==> src/hw/rtl/slps_pkg.sv <==
// shared types and constants of the status led pattern selector
package slps_pkg;

  // led action codes as they leave the block
  typedef enum logic [2:0] {
    ACT_KEEP   = 3'd0,
    ACT_OFF    = 3'd1,
    ACT_RED    = 3'd2,
    ACT_GREEN  = 3'd3,
    ACT_BLUE   = 3'd4,
    ACT_YELLOW = 3'd5,
    ACT_WHITE  = 3'd6
  } act_e;

  // run status codes, codes above probe calibration act as other
  localparam logic [2:0] ST_OTHER     = 3'd0;
  localparam logic [2:0] ST_CONNECTED = 3'd1;
  localparam logic [2:0] ST_SELFTEST2 = 3'd2;
  localparam logic [2:0] ST_LOGGING   = 3'd3;
  localparam logic [2:0] ST_PROBECAL  = 3'd4;

  // configuration register indexes
  localparam logic [1:0] REG_LOW_BATT   = 2'd0;
  localparam logic [1:0] REG_ST_ROUNDS  = 2'd1;
  localparam logic [1:0] REG_PROBE_BAND = 2'd2;

  localparam int unsigned CFG_IDX_W  = 2;
  localparam int unsigned CFG_DATA_W = 16;

  // tick phase period and its last value
  localparam logic [4:0] PHASE_LAST = 5'd19;

  // phase marks of the self-test round
  localparam logic [4:0] PH_ST_RED   = 5'd0;
  localparam logic [4:0] PH_ST_GREEN = 5'd5;
  localparam logic [4:0] PH_ST_BLUE  = 5'd10;
  localparam logic [4:0] PH_ST_OFF   = 5'd15;

  // reset values of the registers
  localparam logic [7:0]        LOW_BATT_RST   = 8'd1;
  localparam logic [3:0]        ST_ROUNDS_RST  = 4'd3;
  localparam logic signed [15:0] PROBE_BAND_RST = 16'sd800;

  localparam int unsigned IN_TDATA_W  = 48;
  localparam int unsigned OUT_TDATA_W = 8;

  // one status tick
  typedef struct packed {
    logic signed [15:0] probe_temp;
    logic signed [15:0] board_temp;
    logic               advertising;
    logic [2:0]         run_status;
    logic               hidden_key_closed;
    logic [7:0]         battery_level;
    logic               key_pressed;
  } tick_t;

  // configuration register set
  typedef struct packed {
    logic [7:0]         low_battery_limit;
    logic [3:0]         selftest_rounds;
    logic signed [15:0] probe_band_high;
  } cfg_t;

  // pattern state carried from tick to tick
  typedef struct packed {
    logic [4:0] tick_phase;
    logic [3:0] selftest_left;
  } pat_state_t;

endpackage

==> src/hw/rtl/slps_cfg_regs.sv <==
// configuration register file of the status led pattern selector
module slps_cfg_regs import slps_pkg::*; (
  input  logic                  clk_i,
  input  logic                  rst_ni,
  input  logic                  cfg_we_i,
  input  logic [CFG_IDX_W-1:0]  cfg_idx_i,
  input  logic [CFG_DATA_W-1:0] cfg_wdata_i,
  output cfg_t                  cfg_o
);

  cfg_t cfg_q, cfg_d;

  // decode the write, unknown indexes are dropped
  always_comb begin
    cfg_d = cfg_q;
    if (cfg_we_i) begin
      case (cfg_idx_i)
        REG_LOW_BATT:   cfg_d.low_battery_limit = cfg_wdata_i[7:0];
        REG_ST_ROUNDS:  cfg_d.selftest_rounds   = cfg_wdata_i[3:0];
        REG_PROBE_BAND: cfg_d.probe_band_high   = $signed(cfg_wdata_i[15:0]);
        default:        cfg_d = cfg_q;
      endcase
    end
  end

  always_ff @(posedge clk_i or negedge rst_ni) begin
    if (!rst_ni) begin
      cfg_q.low_battery_limit <= LOW_BATT_RST;
      cfg_q.selftest_rounds   <= ST_ROUNDS_RST;
      cfg_q.probe_band_high   <= PROBE_BAND_RST;
    end else begin
      cfg_q <= cfg_d;
    end
  end

  assign cfg_o = cfg_q;

endmodule

==> src/hw/rtl/slps_select.sv <==
// priority pattern selection and next pattern state for one tick
module slps_select import slps_pkg::*; (
  input  tick_t      tick_i,
  input  cfg_t       cfg_i,
  input  pat_state_t state_i,
  output act_e       act_o,
  output pat_state_t state_o
);

  logic [4:0] ph;
  logic       low_batt;
  logic       st_active;
  logic       st_off_now;
  logic       probe_in_band;

  assign ph            = state_i.tick_phase;
  assign low_batt      = tick_i.battery_level <= cfg_i.low_battery_limit;
  assign st_active     = (tick_i.run_status == ST_SELFTEST2) && (state_i.selftest_left != 4'd0);
  assign probe_in_band = (tick_i.probe_temp > 16'sd0) &&
                         (tick_i.probe_temp < cfg_i.probe_band_high);

  // fixed priority over the status sources
  always_comb begin
    act_o      = ACT_KEEP;
    st_off_now = 1'b0;
    if (tick_i.key_pressed) begin
      act_o = ACT_KEEP;
    end else if (low_batt) begin
      if (ph[1:0] == 2'd0) act_o = ACT_RED;
      else if (ph[1:0] == 2'd2) act_o = ACT_OFF;
    end else if (tick_i.hidden_key_closed) begin
      act_o = ph[0] ? ACT_OFF : ACT_WHITE;
    end else if (tick_i.run_status == ST_CONNECTED) begin
      act_o = ACT_GREEN;
    end else if (st_active) begin
      if (ph == PH_ST_RED) act_o = ACT_RED;
      else if (ph == PH_ST_GREEN) act_o = ACT_GREEN;
      else if (ph == PH_ST_BLUE) act_o = ACT_BLUE;
      else if (ph == PH_ST_OFF) begin
        act_o      = ACT_OFF;
        st_off_now = 1'b1;
      end
    end else if (tick_i.advertising) begin
      if (ph[1:0] == 2'd0) act_o = ACT_BLUE;
      else if (ph[1:0] == 2'd1) act_o = ACT_OFF;
    end else if (tick_i.run_status == ST_LOGGING) begin
      if (ph == 5'd0) begin
        if (tick_i.board_temp < 16'sd0) act_o = ACT_YELLOW;
        else if (probe_in_band) act_o = ACT_BLUE;
        else act_o = ACT_GREEN;
      end else if (ph == 5'd1) begin
        act_o = ACT_OFF;
      end
    end else if (tick_i.run_status == ST_PROBECAL) begin
      if (ph == 5'd0) act_o = ACT_YELLOW;
      else if (ph == 5'd1) act_o = ACT_OFF;
    end
  end

  // rounds reload outside self-test, phase wraps after its last value
  always_comb begin
    if (tick_i.run_status != ST_SELFTEST2) begin
      state_o.selftest_left = cfg_i.selftest_rounds;
    end else if (st_off_now) begin
      state_o.selftest_left = state_i.selftest_left - 4'd1;
    end else begin
      state_o.selftest_left = state_i.selftest_left;
    end
    state_o.tick_phase = (ph >= PHASE_LAST) ? 5'd0 : ph + 5'd1;
  end

endmodule

==> src/hw/rtl/status_led_pattern_selector_top.sv <==
// top level of the status led pattern selector
// Each request on the slave side is one status tick and yields exactly one led action
// on the master side. The block takes one tick per clock cycle while the master side
// does not stall; a tick is held in an input register, its action is chosen by the
// priority logic and lands in a result register. The tick phase and self-test round
// count advance as a tick moves from the input register to the result register.
// Configuration writes take effect at the next clock edge and are meant to be done
// while no tick is in flight.
module status_led_pattern_selector_top import slps_pkg::*; (
  input  logic                   clk_i,
  input  logic                   rst_ni,
  // configuration write port
  input  logic                   cfg_we_i,
  input  logic [CFG_IDX_W-1:0]   cfg_idx_i,
  input  logic [CFG_DATA_W-1:0]  cfg_wdata_i,
  // status tick stream
  input  logic                   s_axis_tvalid,
  output logic                   s_axis_tready,
  // key_pressed[0], battery_level[8:1], hidden_key_closed[9], run_status[12:10],
  // advertising[13], board_temp[29:14], probe_temp[45:30], zero[47:46]
  input  logic [IN_TDATA_W-1:0]  s_axis_tdata,
  // led action stream
  output logic                   m_axis_tvalid,
  input  logic                   m_axis_tready,
  // led_action[2:0], zero[7:3]
  output logic [OUT_TDATA_W-1:0] m_axis_tdata
);

  cfg_t       cfg;
  tick_t      tick_q;
  logic       in_vld_q;
  logic       out_vld_q;
  act_e       act_q;
  act_e       act_d;
  pat_state_t state_q, state_d;
  logic       s_acc;
  logic       adv;

  slps_cfg_regs u_cfg (
    .clk_i       (clk_i),
    .rst_ni      (rst_ni),
    .cfg_we_i    (cfg_we_i),
    .cfg_idx_i   (cfg_idx_i),
    .cfg_wdata_i (cfg_wdata_i),
    .cfg_o       (cfg)
  );

  slps_select u_sel (
    .tick_i  (tick_q),
    .cfg_i   (cfg),
    .state_i (state_q),
    .act_o   (act_d),
    .state_o (state_d)
  );

  // handshake: the input stage moves on when the result register frees up
  assign adv           = in_vld_q && (!out_vld_q || m_axis_tready);
  assign s_axis_tready = !in_vld_q || adv;
  assign s_acc         = s_axis_tvalid && s_axis_tready;

  // input register
  always_ff @(posedge clk_i or negedge rst_ni) begin
    if (!rst_ni) begin
      in_vld_q <= 1'b0;
    end else if (s_axis_tready) begin
      in_vld_q <= s_axis_tvalid;
    end
  end

  always_ff @(posedge clk_i) begin
    if (s_acc) begin
      tick_q <= tick_t'(s_axis_tdata[45:0]);
    end
  end

  // result register and pattern state
  always_ff @(posedge clk_i or negedge rst_ni) begin
    if (!rst_ni) begin
      out_vld_q             <= 1'b0;
      state_q.tick_phase    <= 5'd0;
      state_q.selftest_left <= ST_ROUNDS_RST;
    end else begin
      if (adv) begin
        out_vld_q <= 1'b1;
        state_q   <= state_d;
      end else if (m_axis_tready) begin
        out_vld_q <= 1'b0;
      end
    end
  end

  always_ff @(posedge clk_i) begin
    if (adv) begin
      act_q <= act_d;
    end
  end

  assign m_axis_tvalid = out_vld_q;
  assign m_axis_tdata  = {{(OUT_TDATA_W-3){1'b0}}, act_q};

  // checks
  a_phase_range: assert property (@(posedge clk_i) disable iff (!rst_ni)
    state_q.tick_phase <= PHASE_LAST)
    else $error("tick phase out of range");

  a_phase_step: assert property (@(posedge clk_i) disable iff (!rst_ni)
    adv |=> (state_q.tick_phase == $past(state_q.tick_phase) + 5'd1) ||
            (state_q.tick_phase == 5'd0))
    else $error("tick phase did not advance");

  a_phase_hold: assert property (@(posedge clk_i) disable iff (!rst_ni)
    !adv |=> $stable(state_q))
    else $error("pattern state changed without a tick");

  a_reload: assert property (@(posedge clk_i) disable iff (!rst_ni)
    (adv && tick_q.run_status != ST_SELFTEST2 && !cfg_we_i) |=>
      state_q.selftest_left == cfg.selftest_rounds)
    else $error("self-test rounds not reloaded");

  a_no_lost_result: assert property (@(posedge clk_i) disable iff (!rst_ni)
    (out_vld_q && !m_axis_tready) |=> out_vld_q)
    else $error("pending result dropped");

endmodule
==> config.mk <==
export PLATFORM = sky130hd
export DESIGN_NAME = status_led_pattern_selector_top
export DESIGN_NICKNAME = d
export VERILOG_FILES = /design/src/hw/rtl/slps_pkg.sv /design/src/hw/rtl/slps_cfg_regs.sv /design/src/hw/rtl/slps_select.sv /design/src/hw/rtl/status_led_pattern_selector_top.sv
export SDC_FILE = /design/constraint.sdc
export NUM_CORES = 1
export LEC_CHECK = 0
export ABC_AREA = 1
export BUFFER_PORTS_ARGS = -buffer_cell sky130_fd_sc_hd__buf_2
export CORE_UTILIZATION = 56
export CTS_BUF_LIST = sky130_fd_sc_hd__clkbuf_2
export DETAILED_ROUTE_END_ITERATION = 8
export PLACE_DENSITY = 0.8
export SYNTH_ARGS = -nofsm -noshare
export SYNTH_HDL_FRONTEND = slang
export SYNTH_SLANG_ARGS = --single-unit
export TNS_END_PERCENT = 30
==> constraint.sdc <==
create_clock -name clk_i -period 2.7 [get_ports clk_i]
set_input_delay 0.81 -clock clk_i [delete_from_list [all_inputs] [get_ports clk_i]]
set_output_delay 0.81 -clock clk_i [all_outputs]
set_load 0.02 [all_outputs]
==> flow_metrics.py <==
metrics = {
    "cts": {
        "cts_buffers": 9,
        "clkSlewWorstSetupHoldPaths_ns": 0.22,
        "cts_max_level": 3,
        "cts_root_buf": "clkbuf_2",
        "clock_latency_ns": 0.51,
        "cts_setup_buffers": 0,
        "cts_max_path_buffers": 2,
        "cts_resized": 0,
        "cts_num_sinks": 73,
        "cts_tree": "done",
        "postCtsHoldBufs": 0,
    },
    "synth": {
        "synth-seq-cells": 73,
        "ys_seq_area_frac": 0.542,
        "avgSynthCellArea_sq_um": 9.60,
        "syn_inst": 386,
        "ys_types": 32,
        "syn_area_sq_mm": 0.00370,
        "ys_warn_count": 0,
    },
    "setup_path": {
        "endpoint_kind": "flip-flop",
        "path_class": "flip-flop to flip-flop",
        "required_ns": 2.99,
        "crit_fanout": 2,
        "cp-start-kind": "flip-flop",
        "worstPathArrival_ns": 2.61,
    },
    "final_layout": {
        "nFillCells": 502,
        "multi_input_area_sq_mm": 0.00141,
        "nets": 554,
        "fin_cells": 534,
        "n_antenna_cell": 0,
        "regArea_sq_mm": 0.00201,
        "syn_to_final_growth_pct": 13.9,
        "drive_gt1_frac": 0.217,
    },
    "sta": {
        "tns_ns": 0,
        "fmax_mhz": 431,
        "layout_min_cycle_time_ns": 2.32,
        "slew-limit-headroom": 0.410,
        "finClkSkew_ns": 0.0252,
        "period_share": 0.859,
        "rsz0062_at_grt": "false",
        "fin_ws_ns": 0.380,
        "slew_violations": 0,
        "tightest_slew_ns": 0.885,
        "finalSetupViolCount": 0,
        "hold_viol": 0,
    },
    "detailed_routing": {
        "drt-initial-drc-count": 167,
        "drt_wl_total_um": 6620,
        "ant_nets": 0,
        "dr_wl_met2_um": 3250,
        "wirelength_met1_um": 3010,
        "drt_first_pass_iters": 4,
        "route.detailed.drc": 0,
        "wl_per_cell_um": 12.4,
        "highest-signal-layer": "met4",
        "dr_wl_met3_um": 210,
        "num_vias": 2721,
        "via_per_inst": 5.10,
    },
    "grt": {
        "antenna_found_initial": 0,
        "grt_max_degree": 40,
        "grt_use_total": 0.210,
        "grt_pass1_vias": 2612,
        "globalRoute.totalOverflow": 0,
        "grt_pass1_wl_um": 11300,
    },
    "power_and_ir_drop": {
        "peakVddDrop_v": 0.000546,
        "p_leak_uw": 0.00206,
        "total_power_uw": 3000,
        "power.density_mw_per_mm2": 710,
    },
    "placement": {
        "post-place-ws_ns": 0.373,
        "routabilityCongestion": 0.854,
        "port_buffers": 58,
        "dp_cells": 518,
        "dp_hpwl_um": 4940,
    },
    "floorplanning": {
        "dieWidth_um": 83.3,
        "core_sq_mm": 0.00635,
        "start_util": 0.583,
        "num_rows": 29,
        "ios": 81,
        "die-height_um": 83.3,
        "dieArea_sq_mm": 0.00694,
    },
    "run_status": {
        "status": "completed",
    },
    "min_path": {
        "hp-class": "input port to asynchronous set/reset pin",
    },
    "job": {
        "cap_violations": 0,
    },
}
==> metrics by stage <==
step	util	hold WS [ns]	area [sq um]
global placement	0.643	0.468	4080
detailed placement	0.643	0.471	4080
finish	0.665	0.385	4220
CTS	0.665	0.406	4220
global route	0.665	0.411	4220
floorplan	-	0.453	3720
==> placed cells by master, fill, tap and decap left out, drive strengths merged <==
cell type / n
xor2: 3
clkbuf: 9
nand3b: 1
nor3: 7
or2: 1
nand2: 77
conb: 5
o22ai: 1
edfxtp: 34
o21ai: 33
clkinv: 5
nand4: 3
inv: 65
nor4: 3
a21oi: 27
nand3: 10
dfstp: 8
clkinvlp: 1
o211ai: 4
dfrtp: 31
nor2: 31
a31oi: 4
xnor2: 1
bufinv: 2
buf: 60
ha: 31
==> power by group <==
part	switching (uW)	internal, uW	total (uW)	leakage [uW]
logic	503	307	810	0.00118
clock network	397	306	703	0.0000819
registers	117	1370	1480	0.000790
total	1020	1980	3000	0.00206
==> cells by family after synthesis <==
kind of cell    count (synthesis)  share of synthesized area
xor+xnor                        4                    0.00946
simple gates                  133                      0.156
other cells                     1                    0.00101
compound gates                 69                      0.106
fa+ha+maj                      31                      0.105
buf+inv                        75                     0.0811
flops                          73                      0.542
==> registers in the layout, indices dropped and copies added (netlist names) <==
name,count
act_q,3
in_vld_q,1
m_axis_tvalid,1
state_q,9
tick_q,31
u_cfg.cfg_o,28
==> critical path, cell delays in order (launching register included) <==
cell	delay [ns]
dfstp_2	0.57
inv_1	0.04
ha_1	0.30
a21oi_1	0.15
nor2_1	0.06
nor3_1	0.13
nand2_1	0.09
nand2_1	0.08
nand2_1	0.05
nand2_1	0.05
nand3_1	0.09
nand2_1	0.11
nand2_1	0.06
nand2_1	0.06
nand2_1	0.05
nand2_1	0.05
nand2_1	0.06
nand2_1	0.06
a21oi_1	0.06
==> Yosys cell counts <==
cell type | number | share of area
nand2_1 | 77 | 0.078
inv_1 | 57 | 0.058
edfxtp_1 | 34 | 0.28
dfrtp_1 | 31 | 0.21
ha_1 | 31 | 0.10
nor2_1 | 28 | 0.028
a21oi_1 | 27 | 0.036
o21ai_1 | 17 | 0.023
o21ai_0 | 16 | 0.022
nand3_1 | 9 | 0.012
dfstp_2 | 8 | 0.057
inv_2 | 8 | 0.0081
nor3_1 | 6 | 0.0081
buf_4 | 5 | 0.010
o211ai_1 | 4 | 0.0081
nand4_1 | 3 | 0.0051
nor4_1 | 3 | 0.0051
xor2_1 | 3 | 0.0071
a31oi_1 | 2 | 0.0034
a31oi_4 | 2 | 0.011
buf_1 | 2 | 0.0020
clkbuf_1 | 2 | 0.0020
nor2_2 | 2 | 0.0034
clkinv_1 | 1 | 0.0010
conb_1 | 1 | 0.0010
nand3_2 | 1 | 0.0027
nand3b_1 | 1 | 0.0020
nor2_8 | 1 | 0.0054
nor3_4 | 1 | 0.0044
o22ai_1 | 1 | 0.0017
or2_0 | 1 | 0.0017
xnor2_1 | 1 | 0.0024
==> routing by layer <==
metal / up-vias / global-route usage
met3: 16 / 0.0417
met1: 1260 / 0.257
met2: 50 / 0.356
met4: 0 / 0.105
met5: - / 0
li1: 1395 / -
==> cell type report <==
class / count / share of cell area
multi-input cells: 242 / 0.335
clock buffers: 9 / 0.0107
repair buffers: 60 / 0.0753
clock inverters: 7 / 0.0225
flip-flops and latches: 73 / 0.475
well taps: 77 / 0.0228
inverters: 66 / 0.0587
==> final timing paths <==
check	start	end	slack (ns)	depth (start not counted)
worst min register to register	u_cfg.cfg_o[5]	u_cfg.cfg_o[5]	0.49	2
worst min-delay path	rst_ni	m_axis_tvalid	0.39	1
worst max register to register	u_cfg.cfg_o[5]	act_q[0]	0.38	18
min in group clk_i	s_axis_tdata[41]	tick_q[41]	0.45	1
worst max-delay path	u_cfg.cfg_o[5]	act_q[0]	0.38	18
max in group asynchronous	rst_ni	u_cfg.cfg_o[1]	1.75	1
No activity file was read; power rests on OpenSTA's default activity.
